**config.mk**
```make
export PLATFORM = sky130hd
export DESIGN_NAME = text_console_cursor_engine_unit
export DESIGN_NICKNAME = d
export VERILOG_FILES = /design/src/rtl/core/cce_pkg.sv /design/src/rtl/core/cce_front.sv /design/src/rtl/core/cce_queue.sv /design/src/rtl/core/cce_back.sv /design/src/rtl/core/text_console_cursor_engine_unit.sv
export VERILOG_INCLUDE_DIRS = /design/src /design/src/rtl/core
export SDC_FILE = /design/constraint.sdc
export NUM_CORES = 1
export LEC_CHECK = 0
export BUFFER_PORTS_ARGS = -buffer_cell sky130_fd_sc_hd__buf_4
export CORE_UTILIZATION = 60
export CTS_BUF_LIST = sky130_fd_sc_hd__clkbuf_8
export CTS_CLUSTER_DIAMETER = 200
export CTS_CLUSTER_SIZE = 8
export DETAILED_ROUTE_END_ITERATION = 16
export MAX_ROUTING_LAYER = met4
export PLACE_DENSITY = 0.77
export SYNTH_ARGS = -nofsm -noshare
export SYNTH_HDL_FRONTEND = slang
export SYNTH_HIERARCHICAL = 1
export SYNTH_SLANG_ARGS = --single-unit
```
**constraint.sdc**
```tcl
create_clock -name i_clk -period 12.1 [get_ports i_clk]
set_input_delay 1.21 -clock i_clk [delete_from_list [all_inputs] [get_ports i_clk]]
set_output_delay 1.21 -clock i_clk [all_outputs]
set_load 0.02 [all_outputs]
```
**src/rtl/core/text_console_cursor_engine_unit_macros.svh**
```systemverilog
// Assertion macros for the text console cursor engine.
// Each use stands on a line of its own and gives a label, the clock, the
// active-low reset, the antecedent, the consequent and the message.
`ifndef TEXT_CONSOLE_CURSOR_ENGINE_UNIT_MACROS_SVH
`define TEXT_CONSOLE_CURSOR_ENGINE_UNIT_MACROS_SVH

// Consequent in the same cycle.
`define CCE_ASSERT_SAME(name, clk, rst_n, ante, cons, msg) \
    name: assert property (@(posedge clk) disable iff (!(rst_n)) (ante) |-> (cons)) \
        else $error(msg);

// Consequent in the next cycle.
`define CCE_ASSERT_NEXT(name, clk, rst_n, ante, cons, msg) \
    name: assert property (@(posedge clk) disable iff (!(rst_n)) (ante) |=> (cons)) \
        else $error(msg);

`endif

```
**src/rtl/core/cce_pkg.sv**
```systemverilog
`timescale 1ns / 1ps
// ----------------------------------------------------------------------------
// Cursor engine package
// Types, operation and command codes shared by the cursor engine modules.
// ----------------------------------------------------------------------------
package cce_pkg;

    localparam int DEF_SCREEN_ROWS = 25;
    localparam int DEF_SCREEN_COLS = 40;
    localparam int DEF_QUEUE_DEPTH = 2;

    localparam int ROW_W = 5;
    localparam int COL_W = 6;

    // Operation codes
    localparam logic [3:0] FUNC_WRITE    = 4'd0;
    localparam logic [3:0] FUNC_UP       = 4'd1;
    localparam logic [3:0] FUNC_DOWN     = 4'd2;
    localparam logic [3:0] FUNC_LEFT     = 4'd3;
    localparam logic [3:0] FUNC_RIGHT    = 4'd4;
    localparam logic [3:0] FUNC_SETPOS   = 4'd5;
    localparam logic [3:0] FUNC_CLEARROW = 4'd6;
    localparam logic [3:0] FUNC_ON       = 4'd7;
    localparam logic [3:0] FUNC_OFF      = 4'd8;
    localparam logic [3:0] FUNC_HOME     = 4'd9;

    // Display command codes
    localparam logic [1:0] CMD_PUT      = 2'd0;
    localparam logic [1:0] CMD_SCROLL   = 2'd1;
    localparam logic [1:0] CMD_SETFLASH = 2'd2;
    localparam logic [1:0] CMD_CLRFLASH = 2'd3;

    // Control characters
    localparam logic [7:0] CH_BS    = 8'd8;
    localparam logic [7:0] CH_LF    = 8'd10;
    localparam logic [7:0] CH_CR    = 8'd13;
    localparam logic [7:0] CH_SPACE = 8'h20;
    localparam logic [7:0] CH_NONE  = 8'h00;

    // Configuration register indexes
    localparam int CFG_IDX_W = 1;
    localparam logic [CFG_IDX_W-1:0] CFG_IMPLICIT_CR = 1'b0;
    localparam logic [CFG_IDX_W-1:0] CFG_IMPLICIT_LF = 1'b1;

    // A job holds up to five single commands plus an optional row fill
    localparam int JOB_SLOTS  = 5;
    localparam int SLOT_IDX_W = $clog2(JOB_SLOTS + 1);

    typedef struct packed {
        logic [3:0] func;
        logic [7:0] char_code;
        logic [5:0] row_arg;
        logic [5:0] col_arg;
    } t_in_item;

    typedef struct packed {
        logic [1:0]       cmd;
        logic [ROW_W-1:0] cmd_row;
        logic [COL_W-1:0] cmd_col;
        logic [7:0]       cmd_char;
        logic [ROW_W-1:0] cursor_row_now;
        logic [COL_W-1:0] cursor_col_now;
        logic             last;
    } t_out_item;

    typedef struct packed {
        logic [1:0]       cmd;
        logic [ROW_W-1:0] row;
        logic [COL_W-1:0] col;
        logic [7:0]       chr;
    } t_slot;

    typedef struct packed {
        t_slot [JOB_SLOTS-1:0] slots;
        logic [SLOT_IDX_W-1:0] n;
        logic                  fill;
        logic                  fill_pos;
        logic [ROW_W-1:0]      fill_row;
        logic [ROW_W-1:0]      fin_row;
        logic [COL_W-1:0]      fin_col;
    } t_job;

    typedef struct packed {
        logic full;
        logic empty;
    } t_q_stat;

endpackage

```
**src/rtl/core/cce_front.sv**
```systemverilog
`timescale 1ns / 1ps
// ----------------------------------------------------------------------------
// Cursor engine front end
// Accepts operations, updates the cursor and builds the command job.
// ----------------------------------------------------------------------------
module cce_front #(
    parameter int SCREEN_ROWS = cce_pkg::DEF_SCREEN_ROWS,
    parameter int SCREEN_COLS = cce_pkg::DEF_SCREEN_COLS
) (
    input  logic                             i_clk,
    input  logic                             i_rst_n,
    input  logic                             i_in_valid,
    output logic                             o_in_stall,
    input  cce_pkg::t_in_item                i_in_data,
    input  logic                             i_cfg_we,
    input  logic [cce_pkg::CFG_IDX_W-1:0]    i_cfg_idx,
    input  logic                             i_cfg_data,
    input  cce_pkg::t_q_stat                 i_q_stat,
    output logic                             o_push,
    output cce_pkg::t_job                    o_job
);
    import cce_pkg::*;

    localparam int RW = $clog2(SCREEN_ROWS);
    localparam int CW = $clog2(SCREEN_COLS);
    localparam logic [RW-1:0] LAST_ROW = RW'(SCREEN_ROWS - 1);
    localparam logic [CW-1:0] LAST_COL = CW'(SCREEN_COLS - 1);

    logic [RW-1:0] r_row, n_row;
    logic [CW-1:0] r_col, n_col;
    logic          r_shown, n_shown;
    logic          r_icr;
    logic          r_ilf;

    logic                  accept;
    t_job                  job;
    logic [SLOT_IDX_W-1:0] k;

    function automatic t_slot mk(input logic [1:0] c, input logic [RW-1:0] r,
                                 input logic [CW-1:0] cl, input logic [7:0] ch);
        t_slot s;
        s.cmd = c;
        s.row = ROW_W'(r);
        s.col = COL_W'(cl);
        s.chr = ch;
        return s;
    endfunction

    assign accept     = i_in_valid && !i_q_stat.full;
    assign o_in_stall = i_q_stat.full;

    always_comb begin
        n_row   = r_row;
        n_col   = r_col;
        n_shown = r_shown;
        job     = '0;
        k       = '0;
        unique case (i_in_data.func)
            FUNC_WRITE: begin
                priority if (i_in_data.char_code == CH_BS) begin
                    if (n_shown) begin
                        job.slots[k] = mk(CMD_CLRFLASH, n_row, n_col, CH_NONE);
                        k = k + 1'b1;
                    end
                    if (n_col != '0) n_col = n_col - 1'b1;
                    job.slots[k] = mk(CMD_PUT, n_row, n_col, CH_SPACE);
                    k = k + 1'b1;
                    if (n_shown) begin
                        job.slots[k] = mk(CMD_SETFLASH, n_row, n_col, CH_NONE);
                        k = k + 1'b1;
                    end
                end else if (i_in_data.char_code == CH_CR) begin
                    if (n_shown) begin
                        job.slots[k] = mk(CMD_CLRFLASH, n_row, n_col, CH_NONE);
                        k = k + 1'b1;
                    end
                    n_col = '0;
                    if (n_shown) begin
                        job.slots[k] = mk(CMD_SETFLASH, n_row, n_col, CH_NONE);
                        k = k + 1'b1;
                    end
                    if (r_ilf) begin
                        if (n_shown) begin
                            job.slots[k] = mk(CMD_CLRFLASH, n_row, n_col, CH_NONE);
                            k = k + 1'b1;
                        end
                        if (n_row == LAST_ROW) begin
                            job.slots[k] = mk(CMD_SCROLL, '0, '0, CH_NONE);
                            k = k + 1'b1;
                        end else begin
                            n_row = n_row + 1'b1;
                        end
                        if (n_shown) begin
                            job.slots[k] = mk(CMD_SETFLASH, n_row, n_col, CH_NONE);
                            k = k + 1'b1;
                        end
                    end
                end else if (i_in_data.char_code == CH_LF) begin
                    if (n_shown) begin
                        job.slots[k] = mk(CMD_CLRFLASH, n_row, n_col, CH_NONE);
                        k = k + 1'b1;
                    end
                    if (n_row == LAST_ROW) begin
                        job.slots[k] = mk(CMD_SCROLL, '0, '0, CH_NONE);
                        k = k + 1'b1;
                    end else begin
                        n_row = n_row + 1'b1;
                    end
                    if (n_shown) begin
                        job.slots[k] = mk(CMD_SETFLASH, n_row, n_col, CH_NONE);
                        k = k + 1'b1;
                    end
                    if (r_icr) begin
                        if (n_shown) begin
                            job.slots[k] = mk(CMD_CLRFLASH, n_row, n_col, CH_NONE);
                            k = k + 1'b1;
                        end
                        n_col = '0;
                        if (n_shown) begin
                            job.slots[k] = mk(CMD_SETFLASH, n_row, n_col, CH_NONE);
                            k = k + 1'b1;
                        end
                    end
                end else begin
                    job.slots[k] = mk(CMD_PUT, n_row, n_col, i_in_data.char_code);
                    k = k + 1'b1;
                    if (n_shown) begin
                        job.slots[k] = mk(CMD_CLRFLASH, n_row, n_col, CH_NONE);
                        k = k + 1'b1;
                    end
                    if (n_col == LAST_COL) begin
                        n_col = '0;
                        if (n_row == LAST_ROW) begin
                            job.slots[k] = mk(CMD_SCROLL, '0, '0, CH_NONE);
                            k = k + 1'b1;
                        end else begin
                            n_row = n_row + 1'b1;
                        end
                    end else begin
                        n_col = n_col + 1'b1;
                    end
                    if (n_shown) begin
                        job.slots[k] = mk(CMD_SETFLASH, n_row, n_col, CH_NONE);
                        k = k + 1'b1;
                    end
                end
            end
            FUNC_UP, FUNC_DOWN, FUNC_LEFT, FUNC_RIGHT: begin
                if ((i_in_data.func == FUNC_UP    && r_row != '0) ||
                    (i_in_data.func == FUNC_DOWN  && r_row != LAST_ROW) ||
                    (i_in_data.func == FUNC_LEFT  && r_col != '0) ||
                    (i_in_data.func == FUNC_RIGHT && r_col != LAST_COL)) begin
                    if (n_shown) begin
                        job.slots[k] = mk(CMD_CLRFLASH, n_row, n_col, CH_NONE);
                        k = k + 1'b1;
                    end
                    priority if (i_in_data.func == FUNC_UP)   n_row = n_row - 1'b1;
                    else if (i_in_data.func == FUNC_DOWN)     n_row = n_row + 1'b1;
                    else if (i_in_data.func == FUNC_LEFT)     n_col = n_col - 1'b1;
                    else                                       n_col = n_col + 1'b1;
                    if (n_shown) begin
                        job.slots[k] = mk(CMD_SETFLASH, n_row, n_col, CH_NONE);
                        k = k + 1'b1;
                    end
                end
            end
            FUNC_SETPOS: begin
                if (n_shown) begin
                    job.slots[k] = mk(CMD_CLRFLASH, n_row, n_col, CH_NONE);
                    k = k + 1'b1;
                end
                // Saturate each coordinate to the screen
                n_row = ({1'b0, i_in_data.row_arg} < 7'(SCREEN_ROWS)) ?
                        RW'(i_in_data.row_arg) : LAST_ROW;
                n_col = ({1'b0, i_in_data.col_arg} < 7'(SCREEN_COLS)) ?
                        CW'(i_in_data.col_arg) : LAST_COL;
                if (n_shown) begin
                    job.slots[k] = mk(CMD_SETFLASH, n_row, n_col, CH_NONE);
                    k = k + 1'b1;
                end
            end
            FUNC_CLEARROW: begin
                if (n_shown) begin
                    job.slots[k] = mk(CMD_CLRFLASH, n_row, n_col, CH_NONE);
                    k = k + 1'b1;
                end
                // The row fill runs in the back end ahead of slot fill_pos
                job.fill     = 1'b1;
                job.fill_pos = k[0];
                job.fill_row = ROW_W'(n_row);
                n_shown      = 1'b1;
                job.slots[k] = mk(CMD_SETFLASH, n_row, n_col, CH_NONE);
                k = k + 1'b1;
            end
            FUNC_ON: begin
                n_shown      = 1'b1;
                job.slots[k] = mk(CMD_SETFLASH, n_row, n_col, CH_NONE);
                k = k + 1'b1;
            end
            FUNC_OFF: begin
                if (n_shown) begin
                    job.slots[k] = mk(CMD_CLRFLASH, n_row, n_col, CH_NONE);
                    k = k + 1'b1;
                end
                n_shown = 1'b0;
            end
            FUNC_HOME: begin
                n_row = '0;
                n_col = '0;
            end
            default: begin
                // Unknown operation: drop
            end
        endcase
        job.n       = k;
        job.fin_row = ROW_W'(n_row);
        job.fin_col = COL_W'(n_col);
    end

    assign o_push = accept && (k != '0);
    assign o_job  = job;

    always_ff @(posedge i_clk) begin
        if (!i_rst_n) begin
            r_row   <= '0;
            r_col   <= '0;
            r_shown <= 1'b1;
            r_icr   <= 1'b1;
            r_ilf   <= 1'b1;
        end else begin
            if (accept) begin
                r_row   <= n_row;
                r_col   <= n_col;
                r_shown <= n_shown;
            end
            if (i_cfg_we) begin
                if (i_cfg_idx == CFG_IMPLICIT_CR) r_icr <= i_cfg_data;
                else                              r_ilf <= i_cfg_data;
            end
        end
    end

endmodule

```
**src/rtl/core/cce_queue.sv**
```systemverilog
`timescale 1ns / 1ps
// ----------------------------------------------------------------------------
// Cursor engine job queue
// Short first-in first-out store of jobs between front and back end.
// ----------------------------------------------------------------------------
module cce_queue #(
    parameter int QUEUE_DEPTH = cce_pkg::DEF_QUEUE_DEPTH
) (
    input  logic             i_clk,
    input  logic             i_rst_n,
    input  logic             i_push,
    input  cce_pkg::t_job    i_job,
    input  logic             i_pop,
    output cce_pkg::t_job    o_job,
    output cce_pkg::t_q_stat o_stat
);
    import cce_pkg::*;

    localparam int PW = $clog2(QUEUE_DEPTH);
    localparam int NW = $clog2(QUEUE_DEPTH + 1);
    localparam logic [PW-1:0] LAST_PTR = PW'(QUEUE_DEPTH - 1);

    t_job          r_mem [QUEUE_DEPTH];
    logic [PW-1:0] r_wp, n_wp;
    logic [PW-1:0] r_rp, n_rp;
    logic [NW-1:0] r_cnt;
    logic          do_push;
    logic          do_pop;

    assign o_stat.full  = (r_cnt == NW'(QUEUE_DEPTH));
    assign o_stat.empty = (r_cnt == '0);
    assign do_push      = i_push && !o_stat.full;
    assign do_pop       = i_pop && !o_stat.empty;
    assign o_job        = r_mem[r_rp];
    assign n_wp         = (r_wp == LAST_PTR) ? '0 : r_wp + 1'b1;
    assign n_rp         = (r_rp == LAST_PTR) ? '0 : r_rp + 1'b1;

    always_ff @(posedge i_clk) begin
        if (do_push) r_mem[r_wp] <= i_job;
    end

    always_ff @(posedge i_clk) begin
        if (!i_rst_n) begin
            r_wp  <= '0;
            r_rp  <= '0;
            r_cnt <= '0;
        end else begin
            if (do_push) r_wp <= n_wp;
            if (do_pop)  r_rp <= n_rp;
            if (do_push && !do_pop)      r_cnt <= r_cnt + 1'b1;
            else if (do_pop && !do_push) r_cnt <= r_cnt - 1'b1;
        end
    end

endmodule

```
**src/rtl/core/cce_back.sv**
```systemverilog
`timescale 1ns / 1ps
// ----------------------------------------------------------------------------
// Cursor engine back end
// Expands each job into display command beats, one beat per cycle while the output is not stalled.
// ----------------------------------------------------------------------------
module cce_back #(
    parameter int SCREEN_COLS = cce_pkg::DEF_SCREEN_COLS
) (
    input  logic               i_clk,
    input  logic               i_rst_n,
    input  cce_pkg::t_q_stat   i_q_stat,
    input  cce_pkg::t_job      i_q_job,
    output logic               o_pop,
    output logic               o_out_valid,
    input  logic               i_out_stall,
    output cce_pkg::t_out_item o_out_data
);
    import cce_pkg::*;

    localparam int CW = $clog2(SCREEN_COLS);
    localparam logic [CW-1:0] LAST_COL = CW'(SCREEN_COLS - 1);

    logic                  r_busy;
    t_job                  r_job;
    logic [SLOT_IDX_W-1:0] r_idx;
    logic                  r_fill_done;
    logic [CW-1:0]         r_fcol;
    logic                  r_oval;
    t_out_item             r_out;

    logic      adv;
    logic      emit;
    logic      cur_fill;
    logic      is_last;
    t_slot     sl;
    t_out_item beat;

    assign adv      = !r_oval || !i_out_stall;
    assign emit     = r_busy && adv;
    assign cur_fill = r_job.fill && !r_fill_done &&
                      (r_idx == SLOT_IDX_W'(r_job.fill_pos));
    assign sl       = r_job.slots[r_idx];
    // The fill always has a slot after it, so the final beat is a slot
    assign is_last  = !cur_fill && (r_idx == r_job.n - 1'b1);
    assign o_pop    = (!r_busy || (emit && is_last)) && !i_q_stat.empty;

    always_comb begin
        beat.cursor_row_now = r_job.fin_row;
        beat.cursor_col_now = r_job.fin_col;
        beat.last           = is_last;
        if (cur_fill) begin
            beat.cmd      = CMD_PUT;
            beat.cmd_row  = r_job.fill_row;
            beat.cmd_col  = COL_W'(r_fcol);
            beat.cmd_char = CH_SPACE;
        end else begin
            beat.cmd      = sl.cmd;
            beat.cmd_row  = sl.row;
            beat.cmd_col  = sl.col;
            beat.cmd_char = sl.chr;
        end
    end

    always_ff @(posedge i_clk) begin
        if (emit) r_out <= beat;
    end

    always_ff @(posedge i_clk) begin
        if (!i_rst_n) begin
            r_busy      <= 1'b0;
            r_oval      <= 1'b0;
            r_idx       <= '0;
            r_fill_done <= 1'b0;
            r_fcol      <= '0;
        end else begin
            if (emit)             r_oval <= 1'b1;
            else if (!i_out_stall) r_oval <= 1'b0;

            // Load the next job straight behind the final beat
            if (o_pop) begin
                r_busy      <= 1'b1;
                r_idx       <= '0;
                r_fill_done <= 1'b0;
                r_fcol      <= '0;
            end else if (emit) begin
                if (cur_fill) begin
                    if (r_fcol == LAST_COL) r_fill_done <= 1'b1;
                    else                    r_fcol <= r_fcol + 1'b1;
                end else begin
                    r_idx <= r_idx + 1'b1;
                end
                if (is_last) r_busy <= 1'b0;
            end
        end
    end

    always_ff @(posedge i_clk) begin
        if (o_pop) r_job <= i_q_job;
    end

    assign o_out_valid = r_oval;
    assign o_out_data  = r_out;

endmodule

```
**src/rtl/core/text_console_cursor_engine_unit.sv**
```systemverilog
`timescale 1ns / 1ps
// ----------------------------------------------------------------------------
// Text console cursor engine
// Tracks the cursor and turns console operations into display commands.
//
//   Channel   Direction  Handshake                       Beat
//   in        input      i_in_valid / o_in_stall         one operation
//   out       output     o_out_valid / i_out_stall       one display command
//   cfg       input      i_cfg_we (write only)           one register
//
// The front end takes one operation per cycle while the job queue has room;
// the back end sends one command per cycle while the output is not stalled.
// An operation with commands yields 1 to 5 of them (SCREEN_COLS + 1 or
// SCREEN_COLS + 2 for a row clear); one without commands pushes no job.
// With the back end idle an operation passes through the job queue, the
// back end job register and the output register before its first command
// appears. Reset is synchronous; no clearing pass. Output stall holds the
// output register and, once the queue fills, stalls the input.
// ----------------------------------------------------------------------------
`include "text_console_cursor_engine_unit_macros.svh"

module text_console_cursor_engine_unit #(
    parameter int SCREEN_ROWS = cce_pkg::DEF_SCREEN_ROWS,
    parameter int SCREEN_COLS = cce_pkg::DEF_SCREEN_COLS,
    parameter int QUEUE_DEPTH = cce_pkg::DEF_QUEUE_DEPTH
) (
    input  logic                          i_clk,
    input  logic                          i_rst_n,
    input  logic                          i_in_valid,
    output logic                          o_in_stall,
    input  cce_pkg::t_in_item             i_in_data,
    output logic                          o_out_valid,
    input  logic                          i_out_stall,
    output cce_pkg::t_out_item            o_out_data,
    input  logic                          i_cfg_we,
    input  logic [cce_pkg::CFG_IDX_W-1:0] i_cfg_idx,
    input  logic                          i_cfg_data
);
    import cce_pkg::*;

    logic    q_push;
    logic    q_pop;
    t_job    q_in_job;
    t_job    q_out_job;
    t_q_stat q_stat;

    cce_front #(
        .SCREEN_ROWS (SCREEN_ROWS),
        .SCREEN_COLS (SCREEN_COLS)
    ) u_front (
        .i_clk      (i_clk),
        .i_rst_n    (i_rst_n),
        .i_in_valid (i_in_valid),
        .o_in_stall (o_in_stall),
        .i_in_data  (i_in_data),
        .i_cfg_we   (i_cfg_we),
        .i_cfg_idx  (i_cfg_idx),
        .i_cfg_data (i_cfg_data),
        .i_q_stat   (q_stat),
        .o_push     (q_push),
        .o_job      (q_in_job)
    );

    cce_queue #(
        .QUEUE_DEPTH (QUEUE_DEPTH)
    ) u_queue (
        .i_clk   (i_clk),
        .i_rst_n (i_rst_n),
        .i_push  (q_push),
        .i_job   (q_in_job),
        .i_pop   (q_pop),
        .o_job   (q_out_job),
        .o_stat  (q_stat)
    );

    cce_back #(
        .SCREEN_COLS (SCREEN_COLS)
    ) u_back (
        .i_clk       (i_clk),
        .i_rst_n     (i_rst_n),
        .i_q_stat    (q_stat),
        .i_q_job     (q_out_job),
        .o_pop       (q_pop),
        .o_out_valid (o_out_valid),
        .i_out_stall (i_out_stall),
        .o_out_data  (o_out_data)
    );

    `CCE_ASSERT_SAME(a_no_push_full, i_clk, i_rst_n, q_push, !q_stat.full, "job pushed into full queue")
    `CCE_ASSERT_NEXT(a_push_lands, i_clk, i_rst_n, q_push && q_stat.empty && !q_pop, !q_stat.empty, "pushed job lost")
    `CCE_ASSERT_SAME(a_final_flash, i_clk, i_rst_n, o_out_valid && o_out_data.last && (o_out_data.cmd == CMD_SETFLASH), (o_out_data.cmd_row == o_out_data.cursor_row_now) && (o_out_data.cmd_col == o_out_data.cursor_col_now), "final flash not at cursor")

endmodule
```
* Word-level counts from Yosys, hierarchy flattened *
Memory sizes are Yosys's and may differ from the RTL's. A register that Yosys moved wholly into a read port is not among the register bits.
Cells that the tools add are included.

storage, ports and cells
  bits in registers = 63
  memory bits (writable) = 252
  input port bits = 31
  output and inout bits = 35
  word-level logic and storage cells = 417
  memories kept = 1

memory list
  memory         depth  width  read ports  clocked after memory_dff  write ports  line             text
  u_queue.r_mem  2      126    1           1                         1            cce_queue.sv:23  t_job r_mem [QUEUE_DEPTH];

cells by class
  add/subtract/negate cells = 26
  $lt $le $gt $ge = 33
  equal/unequal tests = 21
  muxes and demuxes = 239
  bitwise logic cells = 13
  reduce and logical (&&, ||, !) cells = 64

operator list
  kind                                                        number
  2-to-1 mux 105 bit                                          48
  bitwise mux 105 bit                                         12
  demux 21 bit (select 3 bit)                                 15
  2-to-1 mux 21 bit                                           34
  case mux 84 bit (4 select lines)                            1
  NOT 100 bit                                                 3
  2-to-1 mux 3 bit                                            65
  case mux 21 bit (6 select lines)                            1
  2-to-1 mux 5 bit                                            24
  2-to-1 mux 6 bit                                            19
  bitwise AND 100 bit                                         1
  bitwise AND 20 x 100 -> 100 bit                             1
  bitwise AND 40 x 100 -> 100 bit                             1
  less-than comparator 3 x 4 -> 1 bit, second input constant  16
  binary-select mux 21 bit (select 3 bit)                     1
  adder 3 x 1 -> 3 bit, second input constant                 16
  >= comparator 3 x 1 -> 1 bit, second input constant         15
  logical AND 1 bit                                           31
  == test 8 x 4 -> 1 bit, second input constant               3
  case mux 6 bit (4 select lines)                             1
  case mux 5 bit (4 select lines)                             1
  2-to-1 mux 19 bit                                           1
  case mux 3 bit (6 select lines)                             1
  == test 4 x 3 -> 1 bit, second input constant               4
  other kinds (41)                                            81

* Depth between registers and ports, before layout *
Gate-level depths: netlist of run 1.

  depth in word-level cells = 38
  depth in mapped cells = 17
  gate-level depth less buffers = 16

* Modules after synthesis *
The synthesis of run 1 kept the hierarchy.

by module, submodules not included
  module     times used  cells an instance  area an instance (sq um)  sequential area each (sq um)
  cce_queue  1           417                9477.8                    7667.4
  cce_back   1           324                6332.3                    5014.8
  cce_front  1           745                4603.2                    280.3

* Least setup slack after synthesis of run 1 *
No wires, ideal clock.

  path kind = input to register
  start point = input port i_out_stall
  end point = register u_queue.r_cnt[1]
  setup time = 0.070 ns
  arrival = 8.689 ns
  required time = 12.030 ns
  setup slack = 3.341 ns
  stages = 7
  buffers on the path = 0
  cells stage by stage = and2_1 -> o31a_1 -> nor2_1 -> o21ai_1 -> ha_1 -> or3_1 -> a21boi_1

between the ends
  longest elaborated chain between the ends = 10
  elaborated cells between the ends (all ways) = 12
  classes of those cells = mux (1); reduce/logical (11)

ends and longest elaborated chain
  element                                                 line                                   text
  start, declared                                         text_console_cursor_engine_unit.sv:33  input logic i_out_stall,
  logical NOT 1 bit (*)                                   cce_back.sv:38                         assign adv = !r_oval || !i_out_stall;
  logical OR 1 bit (*)                                    cce_back.sv:38
  logical AND 1 bit (*)                                   cce_back.sv:39                         assign emit = r_busy && adv;
  logical AND 1 bit (*)                                   cce_back.sv:45                         assign o_pop = (!r_busy || (emit && is_last)) && !i_q_stat.empty;
  logical OR 1 bit (*)                                    cce_back.sv:45
  logical AND 1 bit (*)                                   cce_back.sv:45
  named net q_pop                                         text_console_cursor_engine_unit.sv:42  logic q_pop;
  logical AND 1 bit (*)                                   cce_queue.sv:33                        assign do_pop = i_pop && !o_stat.empty;
  logical NOT 1 bit                                       cce_queue.sv:50                        if (do_push && !do_pop) r_cnt <= r_cnt + 1'b1;
  logical AND 1 bit                                       cce_queue.sv:50
  2-to-1 mux 2 bit or nonzero test 2 bit (tied branches)  -
  end signal, assigned                                    cce_queue.sv:50
  end signal, assigned                                    cce_queue.sv:51                        else if (do_pop && !do_push) r_cnt <= r_cnt - 1'b1;
  end, declared                                           cce_queue.sv:26                        logic [NW-1:0] r_cnt;

The timed path passes the listed nets; every way through them passes the cells marked *.
A chain may end at the register's enable or synchronous reset.

* Final worst setup path of run 1 *
  start point = register u_front.r_row[0]
  end point = memory u_queue/r_mem[1][44] in the netlist's numbering, enable pin

between the ends
  longest elaborated chain between the ends = 31
  elaborated cells between the ends (all ways) = 55
  classes of those cells = add/sub (5); eq/ne (2); mux (39); reduce/logical (9)

ends and longest elaborated chain
  element                                     line                                                 text
  start, declared                             cce_front.sv:29                                      logic [RW-1:0] r_row, n_row;
  start signal, assigned                      cce_front.sv:232                                     r_row <= n_row;
  == test 5 bit                               cce_front.sv:87, cce_front.sv:103, cce_front.sv:133
  2-to-1 mux 3 bit                            cce_front.sv:103                                     if (n_row == LAST_ROW) begin
  2-to-1 mux 3 bit                            cce_front.sv:98                                      end else if (i_in_data.char_code == CH_LF) begin
  2-to-1 mux 3 bit                            cce_front.sv:72                                      end else if (i_in_data.char_code == CH_CR) begin
  2-to-1 mux 3 bit                            cce_front.sv:60                                      priority if (i_in_data.char_code == CH_BS) begin
  2-to-1 mux 3 bit                            cce_front.sv:58                                      unique case (i_in_data.func)
  adder 3 x 1 -> 3 bit                        cce_front.sv:111                                     k = k + 1'b1;
  2-to-1 mux 3 bit                            cce_front.sv:109                                     if (n_shown) begin
  [16 not listed]                             -
  2-to-1 mux 3 bit                            cce_front.sv:60
  case mux 3 bit (6 select lines) (*)         cce_front.sv:58
  nonzero test 3 bit (*)                      cce_front.sv:220                                     assign o_push = accept && (k != '0);
  logical AND 1 bit (*)                       cce_front.sv:220
  named net q_push                            text_console_cursor_engine_unit.sv:41                logic q_push;
  logical AND 1 bit (*)                       cce_queue.sv:32                                      assign do_push = i_push && !o_stat.full;
  2-to-1 mux 1 bit (*)                        cce_queue.sv:39                                      if (do_push) r_mem[r_wp] <= i_job;
  2-to-1 mux 1 bit (implied by the code) (*)  cce_queue.sv:39
  end, declared                               cce_queue.sv:23

The timed path passes the listed nets; every way through them passes the cells marked *. The select of a mux whose other input is x is not followed.

==> run metrics, run 1 <==
outcome=finished clean; Port-buffer cells=65; core area=33,500 um^2; Layout area overhead=8.82%; clock latency on the worst-skew pair=0.67 ns; final instance area=22,200 um^2; Lkg Pwr=7.75 nW; worst min-delay path class=reg2reg; endpoints failing hold=0; hold-fix buffer count after cts=0; Fin Clk Skew=0.0196 ns; Avg Vias per Cell=6.52; # H-tree levels=2; first-pass GRT wire length=83,600 um; Post-Synth XOR/XNOR Area=0.00968; post-route ant nets=0; PwrDens=200 nW/um^2; Starting Density=0.609; maxcap violations=0; synthesized-area fraction occupied by adder cells=0.00981; post-synth top area share=0.605; simple-gate portion of the synthesized area=0.0977; Global Route Usage Sum=0.340; GP Congestion=1.00; minimum clock period=5.63 ns; synthesized cell area=20,400 um^2; ys async rst share=0; Register Area=13,000 um^2; Slew Limit Headroom=0.273; most frequent cells in the layout=edfxtp_1 (411), nor2_1 (108), buf_4 (99); number of flops mapped to enable cells by yosys=411; area of the multi-input gates=6820 um^2; clock sink total=442; critical path capture point type=register; CP max FO=71; Synthesis Warnings=6; clock root cell=clkbuf_8; row cnt=67; TritonCTS clock tree=built; Distinct cells, synth=90; Pre-antenna DRT Iters=5; Post-CTS Setup Inserts=0; final period utilization=0.465; Worst-Margin Slew=1.09 ns; type of origin of the critical path=register; Die Area=34,800 um^2; Die H=186 um; FILL cells=2,342; mean area per synthesized cell=13.7 um^2; vias in the first global route=12,900; WP data required=12.37 ns; combinational family with the most area after synthesis=compound AO/OA/AOI/OAI gates; Final WS setup=6.47 ns; largest area contributor in the netlist=edfxtp_1; mux share of post-synthesis cell area=0.103; drc violations=0; ranking of synthesized cells by area=edfxtp_1 (60%), mux2_2 (4.9%), dfxtp_1 (3.0%); num ports=66; pre-CTS setup slack=6.60 ns; final net count=1,601; dominant synthesized flop cell=edfxtp_1; Die Width=186 um; initial antenna violation count=3; most common cell after layout, fill and taps aside=edfxtp_1; Synth Area in Compound Gates=0.106; Fin Setup TNS=0 ns; f_max=0.178 GHz; # setup viols final=0; Placed Area=21,200 um^2; RSZ-0062 raised after global routing=false; Iter 0 DRT Violations=1,531; post-DP HPWL=39,000 um; largest net degree at the start of global routing=77; vias=13,300; sequential share of the synthesized area=0.635; Resize count post-CTS=0; Critical Setup Path Class=reg2reg; Worst-path clk slew=0.07 ns; flops & latches, synth=442; WP data arrival=5.90 ns; max-slew violations=0; total grt overflow=0; layout cells sized above 1=0.219; Final Routed Wirelength=57,000 um; VDD IR-drop max=0.245 mV; CTS max path bufs=3; wire per inst=27.9 um; Num CTS Buffers=61; cells after synthesis=1,486
[cell type report]
| cell class | instances | share of cell area |
|---|---|---|
| multi-input combinational | 923 | 0.307 |
| inverter | 27 | 0.00456 |
| antenna | 5 | 0.000563 |
| sequential | 442 | 0.584 |
| timing repair buffer | 99 | 0.0335 |
| tap | 448 | 0.0252 |
| clock inverter | 39 | 0.00760 |
| clock buffer | 61 | 0.0378 |
[sequential cells by signal, indices dropped and copies added (netlist names), named ones only]
| name | count |
|---|---|
| u_queue/r_mem | 252 |
| u_queue/r_rp | 1 |
| u_back/r_idx | 3 |
| u_front/r_row | 5 |
| u_back/beat | 11 |
| u_front/r_col | 6 |
| u_back/o_out_data | 33 |
| u_front/r_ilf | 1 |
| u_queue/r_cnt | 2 |
| u_front/r_shown | 1 |
| u_back/o_out_valid | 1 |
| u_back/r_fcol | 6 |
| u_queue/r_wp | 1 |
| u_back/r_fill_done | 1 |
| u_back/r_busy | 1 |
| u_front/r_icr | 1 |
| u_back/r_job | 115 |
[kinds of logic (layout without fill, tap and decap cells)]
group                      count (synthesis)  after routing
buffers and inverters                    151            226
adders and majority gates                 16             16
other                                      1             36
DFF                                      442            442
and+or+nand+nor                          384            384
xor gates and xnor gates                  21             21
AOI/OAI and AO/OA                        318            318
muxes                                    153            153
[synthesized netlist by cell type (13+ instances only)]
cell	number
a221oi_1	13
inv_1	25
nor3_1	21
o211ai_1	13
buf_4	35
mux2_4	40
nor2_1	109
mux4_2	21
and2_1	19
nand3_1	42
mux2_2	88
nand2b_1	13
buf_2	25
xnor2_1	13
a31oi_1	19
o22ai_1	16
edfxtp_1	411
and3_1	19
dfxtp_1	31
clkbuf_1	53
a21oi_1	64
o21ai_0	64
a22oi_1	17
nand2_1	80
ha_1	16
o21a_1	13
[where the power goes]
part | internal, mW | switching, mW | total, mW | leakage (nW)
combinational | 0.444 | 0.713 | 1.16 | 3.02
clock | 0.463 | 0.522 | 0.986 | 0.646
sequential | 2.17 | 0.121 | 2.29 | 4.08
[layer usage]
metal  share of wire  GRT usage  up-vias
li1                -          -     5827
met1            0.43      0.485     6689
met5               0          -        -
met2            0.46      0.504      708
met4           0.027      0.106        0
met3           0.085     0.0587       98
[path summary, 6_finish.rpt]
check | from | to | slack, ns | depth (start not counted)
setup reg to reg | u_front/r_row[0]$_SDFFE_PN0P_ | u_queue/r_mem[1][44]$_DFFE_PP_ | 6.47 | 13
hold / removal | u_back/beat[9]$_DFFE_PP_ | u_back/o_out_data[9]$_DFFE_PN_ | 0.41 | 0
hold reg to reg | u_back/beat[9]$_DFFE_PP_ | u_back/o_out_data[9]$_DFFE_PN_ | 0.41 | 0
setup / recovery | u_front/r_row[0]$_SDFFE_PN0P_ | u_queue/r_mem[1][44]$_DFFE_PP_ | 6.47 | 13
[critical path, cell delays in order (launching register included)]
cell,delay (ns)
dfxtp_1,0.73
inv_1,0.24
ha_1,0.28
nand4b_1,0.09
buf_4,0.22
ha_1,0.42
xor2_1,0.23
nand3_1,0.14
or3b_2,0.44
a41o_1,0.30
o211a_1,0.12
a31oi_1,0.25
and3_4,0.77
buf_4,0.90
[metrics by stage]
| step | instances | util | hold WS, ns | total power, mW |
|---|---|---|---|---|
| floorplan | 1516 | - | 0.400 | 3.13 |
| global placement | 1939 | 0.632 | 0.400 | 3.43 |
| detailed placement | 1939 | 0.632 | 0.405 | 3.47 |
| CTS | 2039 | 0.662 | 0.409 | 4.46 |
| global route | 2040 | 0.662 | 0.409 | 4.62 |
| finish | 2044 | 0.662 | 0.408 | 4.44 |
Power figures use the tool's default switching activity.
==> inputs of run 2 (changes only) <==
- CORE_UTILIZATION: 60 -> 59
- PLACE_DENSITY: 0.77 -> 0.79
- clock period: 12.1 -> 5.16 ns (I/O delays scaled with it)
==> run metrics, run 2 (synthesized netlist as in run 1, its figures left out) <==
outcome=finished clean (unchanged); Starting Density=0.604 (was 0.609); hold-fix buffer count after cts=0 (unchanged); Slew Limit Headroom=0.259 (was 0.273); endpoints failing hold=0 (unchanged); wire per inst=26.0 um (was 27.9 um); clock power share=0.229 (was 0.222); PwrDens=466 nW/um^2 (was 200 nW/um^2); Largest register FFs=252 (unchanged); Lkg Pwr=7.89 nW (was 7.75 nW); Avg Vias per Cell=6.45 (was 6.52); largest net degree at the start of global routing=127 (was 77); Sw Ratio=0.304 (was 0.306); f_max=0.241 GHz (was 0.178 GHz); Resize count post-CTS=0 (unchanged); worst min-delay path class=in2reg (was reg2reg); final period utilization=0.805 (was 0.465); post-route ant nets=0 (unchanged); clock root cell=clkbuf_8 (unchanged); maxcap violations=0 (unchanged); total grt overflow=0 (unchanged); num ports=66 (unchanged); final net count=1,608 (was 1,601); vias in the first global route=12,800 (was 12,900); GP Congestion=0.997 (was 1.00); Port-buffer cells=65 (unchanged); layout cells sized above 1=0.222 (was 0.219); type of origin of the critical path=register (unchanged); final hold slack=0.0815 ns (was 0.408 ns); Worst-path clk slew=0.08 ns (was 0.07 ns); final core utilization=0.663 (was 0.662); Num CTS Buffers=61 (unchanged); Final Total Pwr=10.4 mW (was 4.44 mW); Worst-Margin Slew=1.11 ns (was 1.09 ns); Reg power frac=0.513 (was 0.517); most common cell after layout, fill and taps aside=edfxtp_1 (unchanged); most frequent cells in the layout=edfxtp_1 (411), nor2_1 (108), buf_4 (102) (was edfxtp_1 (411), nor2_1 (108), buf_4 (99)); initial antenna violation count=2 (was 3); minimum clock period=4.15 ns (was 5.63 ns); clock latency on the worst-skew pair=0.70 ns (was 0.67 ns); first-pass GRT wire length=79,900 um (was 83,600 um); # setup viols final=0 (unchanged); Iter 0 DRT Violations=1,810 (was 1,531); Critical Setup Path Class=reg2reg (unchanged); row cnt=67 (unchanged); WP data required=5.48 ns (was 12.37 ns); CTS max path bufs=3 (unchanged); P_sw=3.17 mW (was 1.36 mW); vias=13,300 (about the same); Pre-antenna DRT Iters=5 (unchanged); post-DP HPWL=36,100 um (was 39,000 um); CP max FO=67 (was 71); clock sink total=442 (unchanged); TritonCTS clock tree=built (unchanged); core area=33,800 um^2 (was 33,500 um^2); Layout area overhead=9.74% (was 8.82%); critical path capture point type=register (unchanged); Die Area=35,300 um^2 (was 34,800 um^2); Die Width=188 um (was 186 um); Int Power=7.26 mW (was 3.08 mW); Final Routed Wirelength=53,600 um (was 57,000 um); max-slew violations=0 (unchanged); Comb pwr share=0.257 (was 0.261); RSZ-0062 raised after global routing=false (unchanged); Global Route Usage Sum=0.316 (was 0.340); # H-tree levels=2 (unchanged); Die H=188 um (was 186 um); WP data arrival=4.47 ns (was 5.90 ns); drc violations=0 (unchanged); Fin Clk Skew=0.0597 ns (was 0.0196 ns); VDD IR-drop max=0.697 mV (was 0.245 mV); Post-CTS Setup Inserts=0 (unchanged); Reg with most FFs=u_queue/r_mem (unchanged)
-- run 2: final timing paths --
| kind | startpoint | endpoint | slack, ns | cells after the start |
|---|---|---|---|---|
| setup / recovery | u_front/r_col[0]$_SDFFE_PN0P_ | u_queue/r_mem[1][4]$_DFFE_PP_ | 1.01 | 10 |
| hold / removal | i_cfg_data | u_front/r_icr$_SDFFE_PN1P_ | 0.08 | 3 |
| setup reg to reg | u_front/r_col[0]$_SDFFE_PN0P_ | u_queue/r_mem[1][4]$_DFFE_PP_ | 1.01 | 10 |
| hold reg to reg | u_back/beat[8]$_DFFE_PP_ | u_back/o_out_data[8]$_DFFE_PN_ | 0.42 | 0 |
-- run 2: metal layers --
layer / share of wire / wire, um / GRT usage / vias up
li1: - / - / - / 5851
met1: 0.43 / 23000 / 0.449 / 6612
met2: 0.46 / 24400 / 0.457 / 740
met3: 0.086 / 4600 / 0.0561 / 110
met4: 0.030 / 1590 / 0.117 / 0
met5: 0 / 0 / - / -
-- run 2: worst max-delay path, stage by stage, from the launching register on --
cell      delay (ns)
dfxtp_1         0.81
clkinv_1        0.21
ha_1            0.31
nor3b_1         0.23
a21o_1          0.26
o211ai_2        0.11
o31ai_1         0.14
buf_4           0.21
a31oi_1         0.22
and3_4          0.88
buf_12          0.36
-- run 2: area by class of cell --
| cell class | count | area [um^2] |
|---|---|---|
| fillers | 2433 | 11400 |
| clock buffers | 61 | 840 |
| flip-flops and latches | 442 | 13000 |
| multi-input cells | 923 | 6840 |
| inverters | 27 | 104 |
| diodes | 1 | 2.50 |
| well taps | 448 | 561 |
| repair buffers | 106 | 846 |
| clock inverters | 55 | 245 |
-- run 2: power groups by stage --
| stage | Sequential, mW | Combinational [mW] | Clock (mW) |
|---|---|---|---|
| floorplan | 5.48 | 1.77 | 0 |
| global placement | 5.37 | 2.63 | 0 |
| detailed placement | 5.42 | 2.67 | 0 |
| CTS | 5.36 | 2.69 | 2.45 |
| global route | 5.42 | 2.86 | 2.60 |
| finish | 5.36 | 2.69 | 2.39 |
-- run 2: per-stage QoR --
step | setup slack, ns | cell area (um^2) | std cells | TNS [ns]
finish | 1.01 | 22400 | 2063 | 0
global route | 0.782 | 22400 | 2063 | 0
CTS | 1.00 | 22400 | 2062 | 0
detailed placement | 0.939 | 21300 | 1946 | 0
global placement | 0.993 | 21300 | 1946 | 0
floorplan | -1.04 | 20600 | 1516 | -132.29
